$ cat config.mk
export PLATFORM = sky130hd
export DESIGN_NAME = media_container_packet_indexer_top
export DESIGN_NICKNAME = d
export VERILOG_FILES = /design/src/hw/rtl/mcpi_pkg.sv /design/src/hw/rtl/media_container_packet_indexer_top.sv /design/src/hw/rtl/mcpi_front.sv /design/src/hw/rtl/mcpi_evq.sv /design/src/hw/rtl/mcpi_back.sv
export SDC_FILE = /design/constraint.sdc
export NUM_CORES = 2
export LEC_CHECK = 0
export ABC_CLOCK_PERIOD_IN_PS = 23600
export BUFFER_PORTS_ARGS = -buffer_cell sky130_fd_sc_hd__buf_2
export CORE_MARGIN = 2
export CORE_UTILIZATION = 55
export DETAILED_ROUTE_END_ITERATION = 7
export PLACE_DENSITY = 0.78
export RECOVER_POWER = 100
export SYNTH_ARGS = -nofsm -noshare
export SYNTH_HDL_FRONTEND = slang
export SYNTH_SLANG_ARGS = --single-unit
$ cat constraint.sdc
create_clock -name clk -period 23.6 [get_ports clk]
set_input_delay 3.54 -clock clk [delete_from_list [all_inputs] [get_ports clk]]
set_output_delay 3.54 -clock clk [all_outputs]
set_load 0.02 [all_outputs]
$ cat src/hw/rtl/mcpi_pkg.sv
// Package for the container packet indexer: tags, sizes, phase and result codes,
// and the event and result records passed between the front and back parts.
// No dependencies.
package mcpi_pkg;

  localparam int EVQ_DEPTH = 4;
  localparam int EVQ_AW    = $clog2(EVQ_DEPTH);
  localparam int RQ_DEPTH  = 4;
  localparam int RQ_AW     = $clog2(RQ_DEPTH);

  localparam int CAP_DEPTH = 12;
  localparam int CAP_AW    = $clog2(CAP_DEPTH + 1);

  localparam logic [31:0] SIGNATURE_TAG   = 32'h2E52_4D46;
  localparam logic [31:0] TAG_PROP        = 32'h5052_4F50;
  localparam logic [31:0] TAG_DATA        = 32'h4441_5441;
  localparam logic [31:0] FIRST_CHUNK_POS = 32'h12;
  localparam logic [31:0] SIGNATURE_SIZE  = 32'd4;
  localparam logic [31:0] FIRST_SKIP      = FIRST_CHUNK_POS - SIGNATURE_SIZE;
  localparam logic [31:0] PREAMBLE_LEN    = 32'd8;
  localparam logic [15:0] PKT_HDR_SIZE    = 16'd12;

  localparam logic [CAP_AW-1:0] SIG_LAST  = CAP_AW'(4 - 1);
  localparam logic [CAP_AW-1:0] PRE_LAST  = CAP_AW'(8 - 1);
  localparam logic [CAP_AW-1:0] DHDR_LAST = CAP_AW'(10 - 1);
  localparam logic [CAP_AW-1:0] PHDR_LAST = CAP_AW'(12 - 1);

  localparam int KEY_BIT = 1;

  localparam int PTS_W = 39;
  localparam logic [6:0] PTS_SCALE = 7'd90;

  localparam int POFF_W = 6;
  localparam logic [POFF_W-1:0] POFF_TOTAL    = 6'd18;
  localparam logic [POFF_W-1:0] POFF_DURATION = 6'd22;
  localparam logic [POFF_W-1:0] POFF_DUR_END  = 6'd26;
  localparam logic [POFF_W-1:0] POFF_START    = 6'd34;
  localparam logic [POFF_W-1:0] POFF_SAT      = 6'd38;

  typedef enum logic [3:0] {
    PH_SIG,
    PH_SKIP_HDR,
    PH_PREAMBLE,
    PH_PROP,
    PH_SKIP_BODY,
    PH_DATA_HDR,
    PH_PKT_HDR,
    PH_PAYLOAD,
    PH_JUMP,
    PH_NEXT_PRE,
    PH_DONE
  } phase_t;

  typedef enum logic [1:0] {
    K_PACKET,
    K_PROPS,
    K_FINISH,
    K_ERROR
  } kind_t;

  typedef enum logic [1:0] {
    E_NONE,
    E_SIGNATURE,
    E_LENGTH,
    E_JUMP
  } err_t;

  typedef struct packed {
    kind_t       kind;
    err_t        code;
    logic [15:0] stream;
    logic [31:0] offset;
    logic [15:0] size;
    logic [31:0] ts_ms;
    logic        key;
    logic [31:0] total;
    logic [31:0] duration;
    logic [31:0] start;
    logic        has2;
    kind_t       kind2;
    err_t        code2;
  } evt_t;

  typedef struct packed {
    kind_t            kind;
    err_t             code;
    logic [15:0]      stream;
    logic [31:0]      offset;
    logic [15:0]      size;
    logic [PTS_W-1:0] pts;
    logic             key;
    logic [31:0]      total;
    logic [31:0]      duration;
    logic [31:0]      start;
    logic             last;
  } res_t;

endpackage

$ cat src/hw/rtl/media_container_packet_indexer_top.sv
// Container packet indexer, top level. Takes one file byte per cycle when not full; a byte that
// completes results passes the event queue, the staging register and the result queue in turn.
// Results leave at one per cycle while pop is high; a byte with two results is formatted twice.
// Event queue and result queue are four entries each; full rises only when the event queue fills.
// Reset (rst_n low, synchronous) returns to signature phase with signature checking enabled.
// Depends on mcpi_pkg, mcpi_front, mcpi_evq and mcpi_back.
module media_container_packet_indexer_top import mcpi_pkg::*; (
  input  logic              clk,
  input  logic              rst_n,
  input  logic              cfg_we,
  input  logic              cfg_wdata,
  input  logic              push,
  output logic              full,
  input  logic [7:0]        in_data_byte,
  input  logic              in_end_of_file,
  output logic              empty,
  input  logic              pop,
  output logic [1:0]        out_kind,
  output logic [1:0]        out_error_code,
  output logic [15:0]       out_stream_number,
  output logic [31:0]       out_payload_offset,
  output logic [15:0]       out_payload_size,
  output logic [PTS_W-1:0]  out_pts_90khz,
  output logic              out_keyframe,
  output logic [31:0]       out_total_packets,
  output logic [31:0]       out_duration_ms,
  output logic [31:0]       out_data_origin,
  output logic              out_last
);

  logic accept;
  logic ev_valid, ev_push;
  evt_t ev;
  logic evq_full, evq_valid, evq_pop;
  evt_t evq_head;
  res_t out_res;

  assign full    = evq_full;
  assign accept  = push && !full;
  assign ev_push = accept && ev_valid;

  mcpi_front u_front (
    .clk         (clk),
    .rst_n       (rst_n),
    .cfg_we      (cfg_we),
    .cfg_wdata   (cfg_wdata),
    .accept      (accept),
    .data_byte   (in_data_byte),
    .end_of_file (in_end_of_file),
    .ev_valid    (ev_valid),
    .ev          (ev)
  );

  mcpi_evq u_evq (
    .clk       (clk),
    .rst_n     (rst_n),
    .wr_en     (ev_push),
    .wr_data   (ev),
    .rd_en     (evq_pop),
    .full      (evq_full),
    .not_empty (evq_valid),
    .head      (evq_head)
  );

  mcpi_back u_back (
    .clk       (clk),
    .rst_n     (rst_n),
    .evq_valid (evq_valid),
    .evq_head  (evq_head),
    .evq_pop   (evq_pop),
    .pop       (pop),
    .empty     (empty),
    .out_res   (out_res)
  );

  assign out_kind           = out_res.kind;
  assign out_error_code     = out_res.code;
  assign out_stream_number  = out_res.stream;
  assign out_payload_offset = out_res.offset;
  assign out_payload_size   = out_res.size;
  assign out_pts_90khz      = out_res.pts;
  assign out_keyframe       = out_res.key;
  assign out_total_packets  = out_res.total;
  assign out_duration_ms    = out_res.duration;
  assign out_data_origin    = out_res.start;
  assign out_last           = out_res.last;

  a_second_is_terminal: assert property (@(posedge clk) disable iff (!rst_n)
    ev_push && ev.has2 |-> (ev.kind2 == K_FINISH || ev.kind2 == K_ERROR))
    else $error("second result of a byte is not a finish or error");

  a_silent_after_end: assert property (@(posedge clk) disable iff (!rst_n)
    ev_push && (ev.has2 || ev.kind == K_FINISH || ev.kind == K_ERROR) |=> !ev_push)
    else $error("event pushed after parse finished");

  a_code_matches_kind: assert property (@(posedge clk) disable iff (!rst_n)
    !empty |-> ((out_kind == K_ERROR) == (out_error_code != E_NONE)))
    else $error("error code inconsistent with result kind");

endmodule

$ cat src/hw/rtl/mcpi_front.sv
// Front part of the packet indexer: byte-wise container parser and config register.
// Emits one event record per byte that causes results. Depends on mcpi_pkg.
module mcpi_front import mcpi_pkg::*; (
  input  logic       clk,
  input  logic       rst_n,
  input  logic       cfg_we,
  input  logic       cfg_wdata,
  input  logic       accept,
  input  logic [7:0] data_byte,
  input  logic       end_of_file,
  output logic       ev_valid,
  output evt_t       ev
);

  phase_t                         phase_r, phase_nxt;
  logic [31:0]                    pos_r, pos_nxt;
  logic [CAP_AW-1:0]              idx_r, idx_nxt;
  logic [CAP_DEPTH-1:0][7:0]      cap_r, cap_nxt;
  logic [31:0]                    skip_r, skip_nxt;
  logic [31:0]                    pl_r, pl_nxt;
  logic [31:0]                    noff_r, noff_nxt;
  logic [31:0]                    tot_r, tot_nxt;
  logic [31:0]                    dur_r, dur_nxt;
  logic [31:0]                    start_r, start_nxt;
  logic [POFF_W-1:0]              poff_r, poff_nxt;
  logic                           chk_r;

  logic [CAP_DEPTH-1:0][7:0]      cv;
  logic                           cap_last;
  logic                           capturing;
  logic [31:0]                    w_hi, w_size, dh_count, dh_next;
  logic [15:0]                    pk_len, pk_stream;
  logic                           pk_key;
  logic                           size_short, body_zero;
  logic [31:0]                    body;
  logic                           len_short, len_exact;
  logic [15:0]                    pay;
  logic [31:0]                    skip_dec;
  logic                           skip_end;
  logic [31:0]                    pos_inc;
  logic [31:0]                    pl_cur, gap;
  logic                           eop_more, eop_fin, eop_back;
  logic [31:0]                    tot_upd, dur_upd, start_upd;
  logic                           done_now;

  always_comb begin
    for (int i = 0; i < CAP_DEPTH; i++) begin
      cv[i] = (idx_r == CAP_AW'(i)) ? data_byte : cap_r[i];
    end
  end

  always_comb begin
    capturing = 1'b1;
    case (phase_r)
      PH_SIG:                 cap_last = (idx_r == SIG_LAST);
      PH_PREAMBLE, PH_NEXT_PRE: cap_last = (idx_r == PRE_LAST);
      PH_DATA_HDR:            cap_last = (idx_r == DHDR_LAST);
      PH_PKT_HDR:             cap_last = (idx_r == PHDR_LAST);
      default: begin
        cap_last  = 1'b0;
        capturing = 1'b0;
      end
    endcase
  end

  assign w_hi      = {cv[0], cv[1], cv[2], cv[3]};
  assign w_size    = {cv[4], cv[5], cv[6], cv[7]};
  assign dh_count  = {cv[2], cv[3], cv[4], cv[5]};
  assign dh_next   = {cv[6], cv[7], cv[8], cv[9]};
  assign pk_len    = {cv[2], cv[3]};
  assign pk_stream = {cv[4], cv[5]};
  assign pk_key    = cv[11][KEY_BIT];

  assign size_short = (w_size < PREAMBLE_LEN);
  assign body_zero  = (w_size == PREAMBLE_LEN);
  assign body       = w_size - PREAMBLE_LEN;
  assign len_short  = (pk_len < PKT_HDR_SIZE);
  assign len_exact  = (pk_len == PKT_HDR_SIZE);
  assign pay        = pk_len - PKT_HDR_SIZE;

  assign skip_dec = skip_r - 32'd1;
  assign skip_end = (skip_r == 32'd1);
  assign pos_inc  = pos_r + 32'd1;

  assign pl_cur   = (phase_r == PH_PKT_HDR) ? (pl_r - 32'd1) : pl_r;
  assign eop_more = (pl_cur != 32'd0);
  assign eop_fin  = (noff_r == 32'd0);
  assign eop_back = (noff_r < pos_inc);
  assign gap      = noff_r - pos_inc;

  assign tot_upd   = (poff_r >= POFF_TOTAL && poff_r < POFF_DURATION) ?
                     {tot_r[23:0], data_byte} : tot_r;
  assign dur_upd   = (poff_r >= POFF_DURATION && poff_r < POFF_DUR_END) ?
                     {dur_r[23:0], data_byte} : dur_r;
  assign start_upd = (poff_r >= POFF_START && poff_r < POFF_SAT) ?
                     {start_r[23:0], data_byte} : start_r;

  // event outputs
  always_comb begin
    ev       = '0;
    ev_valid = 1'b0;
    done_now = 1'b0;
    case (phase_r)
      PH_SIG: begin
        if (cap_last && chk_r && (w_hi != SIGNATURE_TAG)) begin
          ev_valid = 1'b1;
          ev.kind  = K_ERROR;
          ev.code  = E_SIGNATURE;
          done_now = 1'b1;
        end
      end
      PH_PREAMBLE: begin
        if (cap_last) begin
          if (size_short) begin
            ev_valid = 1'b1;
            ev.kind  = K_ERROR;
            ev.code  = E_LENGTH;
            done_now = 1'b1;
          end else if ((w_hi == TAG_PROP) && body_zero) begin
            ev_valid = 1'b1;
            ev.kind  = K_PROPS;
          end
        end
      end
      PH_PROP: begin
        if (skip_end) begin
          ev_valid    = 1'b1;
          ev.kind     = K_PROPS;
          ev.total    = tot_upd;
          ev.duration = dur_upd;
          ev.start    = start_upd;
        end
      end
      PH_DATA_HDR: begin
        if (cap_last && (dh_count == 32'd0)) begin
          ev_valid = 1'b1;
          ev.kind  = K_FINISH;
          done_now = 1'b1;
        end
      end
      PH_PKT_HDR: begin
        if (cap_last) begin
          ev_valid = 1'b1;
          if (len_short) begin
            ev.kind  = K_ERROR;
            ev.code  = E_LENGTH;
            done_now = 1'b1;
          end else begin
            ev.kind   = K_PACKET;
            ev.stream = pk_stream;
            ev.offset = pos_inc;
            ev.size   = pay;
            ev.ts_ms  = dh_next;
            ev.key    = pk_key;
            if (len_exact && !eop_more) begin
              if (eop_fin) begin
                ev.has2  = 1'b1;
                ev.kind2 = K_FINISH;
                done_now = 1'b1;
              end else if (eop_back) begin
                ev.has2  = 1'b1;
                ev.kind2 = K_ERROR;
                ev.code2 = E_JUMP;
                done_now = 1'b1;
              end
            end
          end
        end
      end
      PH_PAYLOAD: begin
        if (skip_end && !eop_more) begin
          if (eop_fin) begin
            ev_valid = 1'b1;
            ev.kind  = K_FINISH;
            done_now = 1'b1;
          end else if (eop_back) begin
            ev_valid = 1'b1;
            ev.kind  = K_ERROR;
            ev.code  = E_JUMP;
            done_now = 1'b1;
          end
        end
      end
      default: ;
    endcase
    if (end_of_file && !done_now && (phase_r != PH_DONE)) begin
      if (!ev_valid) begin
        ev_valid = 1'b1;
        ev.kind  = K_FINISH;
      end else begin
        ev.has2  = 1'b1;
        ev.kind2 = K_FINISH;
      end
      done_now = 1'b1;
    end
  end

  // next state
  always_comb begin
    phase_nxt = phase_r;
    pos_nxt   = pos_inc;
    idx_nxt   = idx_r;
    cap_nxt   = cap_r;
    skip_nxt  = skip_r;
    pl_nxt    = pl_r;
    noff_nxt  = noff_r;
    tot_nxt   = tot_r;
    dur_nxt   = dur_r;
    start_nxt = start_r;
    poff_nxt  = poff_r;
    if (capturing) begin
      cap_nxt = cv;
      idx_nxt = cap_last ? '0 : idx_r + CAP_AW'(1);
    end
    case (phase_r)
      PH_SIG: begin
        if (cap_last) begin
          skip_nxt  = FIRST_SKIP;
          phase_nxt = PH_SKIP_HDR;
        end
      end
      PH_SKIP_HDR, PH_SKIP_BODY, PH_JUMP: begin
        skip_nxt = skip_dec;
        if (skip_end) begin
          phase_nxt = (phase_r == PH_JUMP) ? PH_NEXT_PRE : PH_PREAMBLE;
        end
      end
      PH_PREAMBLE: begin
        if (cap_last && !size_short) begin
          if (w_hi == TAG_PROP) begin
            tot_nxt   = '0;
            dur_nxt   = '0;
            start_nxt = '0;
            poff_nxt  = '0;
            if (!body_zero) begin
              skip_nxt  = body;
              phase_nxt = PH_PROP;
            end
          end else if (w_hi == TAG_DATA) begin
            phase_nxt = PH_DATA_HDR;
          end else if (!body_zero) begin
            skip_nxt  = body;
            phase_nxt = PH_SKIP_BODY;
          end
        end
      end
      PH_PROP: begin
        tot_nxt   = tot_upd;
        dur_nxt   = dur_upd;
        start_nxt = start_upd;
        if (poff_r != POFF_SAT) begin
          poff_nxt = poff_r + POFF_W'(1);
        end
        skip_nxt = skip_dec;
        if (skip_end) begin
          phase_nxt = PH_PREAMBLE;
        end
      end
      PH_NEXT_PRE: begin
        if (cap_last) begin
          phase_nxt = PH_DATA_HDR;
        end
      end
      PH_DATA_HDR: begin
        if (cap_last) begin
          pl_nxt    = dh_count;
          noff_nxt  = dh_next;
          phase_nxt = PH_PKT_HDR;
        end
      end
      PH_PKT_HDR: begin
        if (cap_last && !len_short) begin
          pl_nxt = pl_cur;
          if (!len_exact) begin
            skip_nxt  = {16'd0, pay};
            phase_nxt = PH_PAYLOAD;
          end else if (eop_more) begin
            phase_nxt = PH_PKT_HDR;
          end else if (!eop_fin && !eop_back) begin
            skip_nxt  = gap;
            idx_nxt   = '0;
            phase_nxt = (gap != 32'd0) ? PH_JUMP : PH_NEXT_PRE;
          end
        end
      end
      PH_PAYLOAD: begin
        skip_nxt = skip_dec;
        if (skip_end) begin
          if (eop_more) begin
            phase_nxt = PH_PKT_HDR;
          end else if (!eop_fin && !eop_back) begin
            skip_nxt  = gap;
            idx_nxt   = '0;
            phase_nxt = (gap != 32'd0) ? PH_JUMP : PH_NEXT_PRE;
          end
        end
      end
      default: ;
    endcase
    if (done_now) begin
      phase_nxt = PH_DONE;
    end
  end

  always_ff @(posedge clk) begin
    if (!rst_n) begin
      phase_r <= PH_SIG;
      pos_r   <= '0;
      idx_r   <= '0;
      chk_r   <= 1'b1;
    end else begin
      if (accept) begin
        phase_r <= phase_nxt;
        pos_r   <= pos_nxt;
        idx_r   <= idx_nxt;
      end
      if (cfg_we) begin
        chk_r <= cfg_wdata;
      end
    end
  end

  always_ff @(posedge clk) begin
    if (accept) begin
      cap_r   <= cap_nxt;
      skip_r  <= skip_nxt;
      pl_r    <= pl_nxt;
      noff_r  <= noff_nxt;
      tot_r   <= tot_nxt;
      dur_r   <= dur_nxt;
      start_r <= start_nxt;
      poff_r  <= poff_nxt;
    end
  end

endmodule

$ cat src/hw/rtl/mcpi_evq.sv
// Event queue between the parser and the result formatter of the packet indexer.
// Small flip-flop FIFO of event records. Depends on mcpi_pkg.
module mcpi_evq import mcpi_pkg::*; (
  input  logic clk,
  input  logic rst_n,
  input  logic wr_en,
  input  evt_t wr_data,
  input  logic rd_en,
  output logic full,
  output logic not_empty,
  output evt_t head
);

  evt_t [EVQ_DEPTH-1:0] mem_r;
  logic [EVQ_AW:0]      cnt_r, cnt_nxt;
  logic [EVQ_AW-1:0]    wr_r, rd_r;

  assign full      = (cnt_r == (EVQ_AW + 1)'(EVQ_DEPTH));
  assign not_empty = (cnt_r != '0);
  assign head      = mem_r[rd_r];

  always_comb begin
    cnt_nxt = cnt_r;
    if (wr_en && !rd_en) begin
      cnt_nxt = cnt_r + (EVQ_AW + 1)'(1);
    end else if (rd_en && !wr_en) begin
      cnt_nxt = cnt_r - (EVQ_AW + 1)'(1);
    end
  end

  always_ff @(posedge clk) begin
    if (!rst_n) begin
      cnt_r <= '0;
      wr_r  <= '0;
      rd_r  <= '0;
    end else begin
      cnt_r <= cnt_nxt;
      if (wr_en) begin
        wr_r <= wr_r + EVQ_AW'(1);
      end
      if (rd_en) begin
        rd_r <= rd_r + EVQ_AW'(1);
      end
    end
  end

  always_ff @(posedge clk) begin
    if (wr_en) begin
      mem_r[wr_r] <= wr_data;
    end
  end

endmodule

$ cat src/hw/rtl/mcpi_back.sv
// Back part of the packet indexer: expands event records into result transactions,
// scales timestamps to 90 kHz and holds results in the output queue. Depends on mcpi_pkg.
module mcpi_back import mcpi_pkg::*; (
  input  logic clk,
  input  logic rst_n,
  input  logic evq_valid,
  input  evt_t evq_head,
  output logic evq_pop,
  input  logic pop,
  output logic empty,
  output res_t out_res
);

  logic              st_valid_r;
  logic              st_sec_r;
  evt_t              st_ev_r;
  logic [PTS_W-1:0]  st_pts_r;
  logic [PTS_W-1:0]  pts_nxt;

  res_t [RQ_DEPTH-1:0] rq_r;
  logic [RQ_AW:0]      rq_cnt_r, rq_cnt_nxt;
  logic [RQ_AW-1:0]    rq_wr_r, rq_rd_r;
  logic                rq_full, rq_pop;

  logic  res_push, st_last, st_free;
  res_t  res;

  assign rq_full  = (rq_cnt_r == (RQ_AW + 1)'(RQ_DEPTH));
  assign empty    = (rq_cnt_r == '0);
  assign rq_pop   = pop && !empty;
  assign out_res  = rq_r[rq_rd_r];

  assign res_push = st_valid_r && !rq_full;
  assign st_last  = !st_ev_r.has2 || st_sec_r;
  assign st_free  = !st_valid_r || (res_push && st_last);
  assign evq_pop  = evq_valid && st_free;
  assign pts_nxt  = PTS_W'(evq_head.ts_ms) * PTS_W'(PTS_SCALE);

  always_comb begin
    res = '0;
    if (!st_sec_r) begin
      res.kind     = st_ev_r.kind;
      res.code     = st_ev_r.code;
      res.stream   = st_ev_r.stream;
      res.offset   = st_ev_r.offset;
      res.size     = st_ev_r.size;
      res.pts      = st_pts_r;
      res.key      = st_ev_r.key;
      res.total    = st_ev_r.total;
      res.duration = st_ev_r.duration;
      res.start    = st_ev_r.start;
      res.last     = !st_ev_r.has2;
    end else begin
      res.kind = st_ev_r.kind2;
      res.code = st_ev_r.code2;
      res.last = 1'b1;
    end
  end

  always_comb begin
    rq_cnt_nxt = rq_cnt_r;
    if (res_push && !rq_pop) begin
      rq_cnt_nxt = rq_cnt_r + (RQ_AW + 1)'(1);
    end else if (rq_pop && !res_push) begin
      rq_cnt_nxt = rq_cnt_r - (RQ_AW + 1)'(1);
    end
  end

  always_ff @(posedge clk) begin
    if (!rst_n) begin
      st_valid_r <= 1'b0;
      st_sec_r   <= 1'b0;
      rq_cnt_r   <= '0;
      rq_wr_r    <= '0;
      rq_rd_r    <= '0;
    end else begin
      if (evq_pop) begin
        st_valid_r <= 1'b1;
        st_sec_r   <= 1'b0;
      end else if (res_push && st_last) begin
        st_valid_r <= 1'b0;
      end else if (res_push) begin
        st_sec_r <= 1'b1;
      end
      rq_cnt_r <= rq_cnt_nxt;
      if (res_push) begin
        rq_wr_r <= rq_wr_r + RQ_AW'(1);
      end
      if (rq_pop) begin
        rq_rd_r <= rq_rd_r + RQ_AW'(1);
      end
    end
  end

  always_ff @(posedge clk) begin
    if (evq_pop) begin
      st_ev_r  <= evq_head;
      st_pts_r <= pts_nxt;
    end
    if (res_push) begin
      rq_r[rq_wr_r] <= res;
    end
  end

endmodule

## After elaboration in Yosys (flattened, before gate mapping)

Cells that the tools add are included.
Widths: inputs -> output; s select.

| word-level totals | value |
|---|---|
| register bits after elaboration | 2173 |
| word-level logic and storage cells | 432 |
| output and inout port bits | 207 |
| input bits | 15 |

| cells by class | value |
|---|---|
| equal/unequal tests | 48 |
| bitwise gates (word level) | 2 |
| multiply operators | 1 |
| mux-type cells | 138 |
| $add $sub $neg | 16 |
| reductions and logical operators | 72 |
| $lt $le $gt $ge | 15 |

Operators by type and width:

| operator | count |
|---|---|
| $bwmux 820 | 1 |
| $bwmux 808 | 1 |
| $mux 32 | 20 |
| $bmux 205 s2 | 1 |
| $demux 205 s2 | 1 |
| $mux 205 | 2 |
| $bmux 202 s2 | 1 |
| $demux 202 s2 | 1 |
| $mux 202 | 2 |
| $pmux 32 s2 | 4 |
| $mux 200 | 1 |
| $mux 97 | 2 |
| $mux 96 | 2 |
| $pmux 32 s5 | 1 |
| $mux 4 | 29 |
| $mux 101 | 1 |
| $mux 8 | 10 |
| $eq 32x31->1 const B | 2 |
| $logic_not 32->1 | 2 |
| $reduce_bool 32->1 | 2 |
| $sub 32x1->32 const B | 2 |
| $mul 32x6->38 const B | 1 |
| $add 32x1->32 const B | 1 |
| $eq 32x1->1 const B | 1 |
| other kinds (65) | 201 |

## Longest topological paths before layout

| depth | value |
|---|---|
| depth in word-level cells | 18 |
| depth in mapped cells | 28 |
| depth with buffers taken out | 27 |

## Hierarchy

From an unflattened synthesis, not the netlist that was laid out.

| second synthesis, totals | value |
|---|---|
| cell total of the unflattened synthesis | 5474 |
| area total of the unflattened synthesis | 92543.8 µm² |

By module, submodules not included:

| module | cells each | times used | area each (µm²) | seq. area each (µm²) |
|---|---|---|---|---|
| mcpi_back | 2038 | 1 | 41451.0 | 30929.7 |
| mcpi_evq | 1096 | 1 | 29557.1 | 24403.4 |
| mcpi_front | 2338 | 1 | 21520.6 | 9198.8 |
| media_container_packet_indexer_top | 2 | 1 | 15.0 | 0.0 |

## Least setup slack after synthesis

OpenSTA, ideal clock, no wires.

| timing | value |
|---|---|
| kind | input-to-reg |
| from | in in_data_byte[4] |
| to | reg u_front.poff_r[0] (enable) |
| stages | 7 |
| required time | 23.271 ns |
| buffers on the path | 1 |
| arrival | 21.001 ns |
| setup time | 0.329 ns |
| path slack | 2.271 ns |
| cell sequence | clkbuf_1 mux2i_2 nand2_1 or4_1 or3_1 a2111oi_0 o21a_1 |

| on the way | value |
|---|---|
| longest elaborated chain between the ends | 6 |
| elaborated cells on any way between the ends | 15 |
| classes of those cells | order compare: 1; eq/ne: 3; mux: 8; reduce/logical: 3 |

RTL lines:

| what | line | RTL |
|---|---|---|
| start, declared | media_container_packet_indexer_top.sv:14 | `input logic [7:0] in_data_byte,` |
| $mux 8 | mcpi_front.sv:48 | `cv[i] = (idx_r == CAP_AW'(i)) ? data_byte : cap_r[i];` |
| $lt 32x4->1 | mcpi_front.sv:74 | `assign size_short = (w_size < PREAMBLE_LEN);` |
| $logic_not 1->1 | mcpi_front.sv:229 | `if (cap_last && !size_short) begin` |
| $logic_and 1x1->1 | mcpi_front.sv:229 |  |
| $ne 2x1->1 (no source line) | - |  |
| $reduce_and 5->1 (no source line) * | - |  |
| end signal, assigned | mcpi_front.sv:332 | `poff_r <= poff_nxt;` |
| end, declared | mcpi_front.sv:25 | `logic [POFF_W-1:0] poff_r, poff_nxt;` |

Every way passes the cells marked *; elsewhere a longest branch is shown, timed or not.
A chain may end at the register's enable or synchronous reset.

==> metrics <==
buffers added on ports 220; Initial DRT Pass Iterations 7; Cells after Synth 5170; Post-Syn Area per Cell 17.48 um^2; initial antenna violation count 4; crit path kind input pin to flop; worst path required time 23.99 ns; Vias per Instance 6.123; largest area contributor in the netlist edfxtp_1; arrival time of the worst setup path 15.32 ns; Area contributors post-synth edfxtp_1 (70%), mux4_2 (10%), nor2b_1 (1.9%); Die Y-Extent 409.4 um; hold_buf cts 0; Mapped Area 0.09039 mm^2; Tmin final 14.93 ns; Setup WS pre-CTS 14.24 ns; Num CTS Buffers 206; Initial DRC Count 4932; Vias 47.56k; HP Start u_front.pos_r[1]; Worst R2R Start u_front.pos_r[0]; CTS max path bufs 3; post-cts resize count 0; Syn Nets 5373; Top FF cell, synth edfxtp_1; post-synthesis register bit count 2158; RSZ-0062 raised after global routing no; r2r setup slk 9.35 ns; Leak 33.57 nW; clock latency on the worst-skew pair 0.89 ns; Yosys cell types 99; layout cells sized above 1 0.1386; vias in the first global route 47.23k; clock skew 0.09224 ns; Worst IR Drop VDD 168.5 uV; FP Rows 148; # setup viols final 0; core box area 0.1630 mm^2; die area 0.1676 mm^2; Least-Margin Pin Slew 8.122 ns; die width 409.4 um; DP HPWL 122400 um; I/O pin cnt 222; htree depth 4; final worst-path cycle share 0.6326; Slowest-stage cell, CP clkbuf_1; Synth top area share 0.6980; Clock transition at path regs 0.06 ns; Synth Warn # 0; outcome finished, violations left; CP Launch Type input pin; pin count of the biggest net entering global routing 139; Min Hold Slack 0.4873 ns; GR Overflow Total 0; capture point of the worst reg-to-reg path u_evq.mem_r[285]; Top delay family on crit path buffers and inverters; worst setup margin 8.671 ns; fmax 66.98 MHz; Crit Path Max Fanout 68; slew margin rel. -4.414; Min-Delay Path Class flop to flop; setup_tns 0 ns; CP Capture Type flop; DR DRC count 0; WL final 199000 um; failing checks capacitance limit, slew limit; final slew viol count 3176; root buffer cell clkbuf_16; crit-path cells clkbuf_1, mux2i_1, inv_1, nand2_1, or4_1, o31ai_1, o311ai_0, a211o_1, a31oi_1, and2_0, clkbuf_1, clkbuf_1; CTS tree done; Max Cap Violations 62; sequential share of the synthesized area 0.7106; Hold Path Depth 2; overall routing resource usage 0.2359; Area growth syn-to-layout 11.04%; Post-synth EDFFs 2101; Fill cells 11.33k; async set or reset register ratio after synthesis 0; wire per inst 25.62 um; dpl cell area 0.09389 mm^2; fin area 0.1004 mm^2; Worst Hold Endpoint u_front.pos_r[1]; cells on worst reg2reg path 24; crit-path most repeated cell clkbuf_1; pwr/cell area 128.5 mW/mm^2; Placer Congestion 0.9389; Detail Route Antenna Nets 0; first-pass GRT wire length 298600 um; CTS Sinks 2158; final hold vios 0; max incr delay on CP 3.17 ns; Worst Path Buf+Inv 4; Initial Util 0.5547; Post-layout nets 5620; Post CTS Setup Buffer Count 0
cells by family after synthesis:
kind of cell | count (synthesis) | share of synthesized area
xor gates and xnor gates | 226 | 0.02206
muxes | 567 | 0.1193
DFF | 2158 | 0.7106
AOI/OAI and AO/OA | 417 | 0.03031
other | 1 | 0.00004149
buffers and inverters | 368 | 0.01578
adders and majority gates | 192 | 0.03153
and+or+nand+nor | 1241 | 0.07033
cells in the final DEF, fill, tap and decap left out, types with 35 or more instances in the layout:
master / Yosys / layout
fa_1: 61 / 61
nand4_1: 37 / 37
nand3_1: 58 / 58
clkbuf_16: 0 / 206
clkbuf_1: 155 / 300
nor2_1: 343 / 344
ha_1: 127 / 127
mux2i_1: 123 / 126
clkinv_1: 1 / 43
nor3_1: 125 / 123
nor2b_1: 270 / 269
nand2_1: 206 / 206
edfxtp_1: 2101 / 2101
mux4_2: 404 / 404
clkinv_2: 0 / 35
dfxtp_1: 57 / 55
inv_1: 115 / 118
nor4_1: 37 / 37
xor2_1: 80 / 80
o21ai_0: 60 / 66
a21oi_1: 142 / 142
xnor2_1: 145 / 145
worst min-delay path, delay by kind of cell, from the launching register on:
kind | cells | cell delay [ns]
flops | 1 | 0.33
simple gates | 1 | 0.06
compound gates | 1 | 0.05
registers in the layout, summed over array words and instances (netlist names), 3 cells and up:
register         count
u_back.rq_cnt_r      3
u_back.rq_r        816
u_back.st_ev_r     168
u_back.st_pts_r     38
u_evq.cnt_r          3
u_evq.mem_r        800
u_front.cap_r       81
u_front.dur_r       32
u_front.idx_r        4
u_front.noff_r      32
u_front.phase_r      4
u_front.pl_r        32
u_front.poff_r       6
u_front.pos_r       32
u_front.skip_r      32
u_front.start_r     32
u_front.tot_r       32
cells in the mapped netlist (29+ instances only):
cell type / count
nand3_1: 58
nor2_1: 343
clkbuf_1: 155
ha_1: 127
dfxtp_1: 57
inv_1: 115
o21ai_0: 60
xnor2_1: 145
or3_1: 29
nand2_1: 206
a21o_1: 29
nor4_1: 37
nand4_1: 37
a21oi_1: 142
buf_1: 76
nor3_1: 125
mux4_2: 404
edfxtp_1: 2101
nor2b_1: 270
mux2_2: 37
mux2i_1: 123
fa_1: 61
xor2_1: 80
area by class of cell:
cell class | count | area (um^2) | area share
Sequential cell | 2158 | 64240 | 0.6400
Multi-Input combinational cell | 2644 | 24750 | 0.2466
Clock buffer | 246 | 5315 | 0.05296
Tap cell | 2175 | 2721 | 0.02711
Clock inverter | 137 | 1733 | 0.01727
Timing Repair Buffer | 288 | 1162 | 0.01158
Inverter | 119 | 446.7 | 0.004450
Antenna cell | 1 | 2.502 | 0.00002493
worst max-delay path by stage:
stage                      startpoint                     to  slack [ns]  depth (start not counted)
finish                in_data_byte[0]       u_evq.mem_r[285]        8.67                         12
global placement      in_data_byte[5]       u_evq.mem_r[284]       14.31                         12
global route        u_back.rq_rd_r[0]  out_payload_offset[0]        7.92                          3
CTS                  u_front.pos_r[0]       u_evq.mem_r[285]       14.98                         24
floorplan             in_data_byte[4]      u_front.poff_r[0]        2.27                          7
detailed placement    in_data_byte[5]       u_evq.mem_r[285]       14.24                         12
power by group:
part / internal (mW) / switching, mW
clock network: 1.93 / 1.45
registers: 5.32 / 0.216
logic: 1.57 / 2.41
routing by layer:
metal | wire (um) | vias to the layer above | GRT usage
met5 | 13 | - | 0
met4 | 6779 | 2 | 0.07866
met3 | 14490 | 370 | 0.03940
met2 | 97300 | 2036 | 0.3775
met1 | 80400 | 24454 | 0.3335
li1 | - | 20702 | -
per-stage QoR:
step                      instances    util  total power, mW
after floorplan                5170       -            8.436
after global placement         7384  0.5761            9.405
after detailed placement       7384  0.5761            9.515
after CTS                      7767  0.6194            12.93
after global routing           7767  0.6159            13.53
final                          7768  0.6159            12.90
Power figures use the tool's default switching activity.
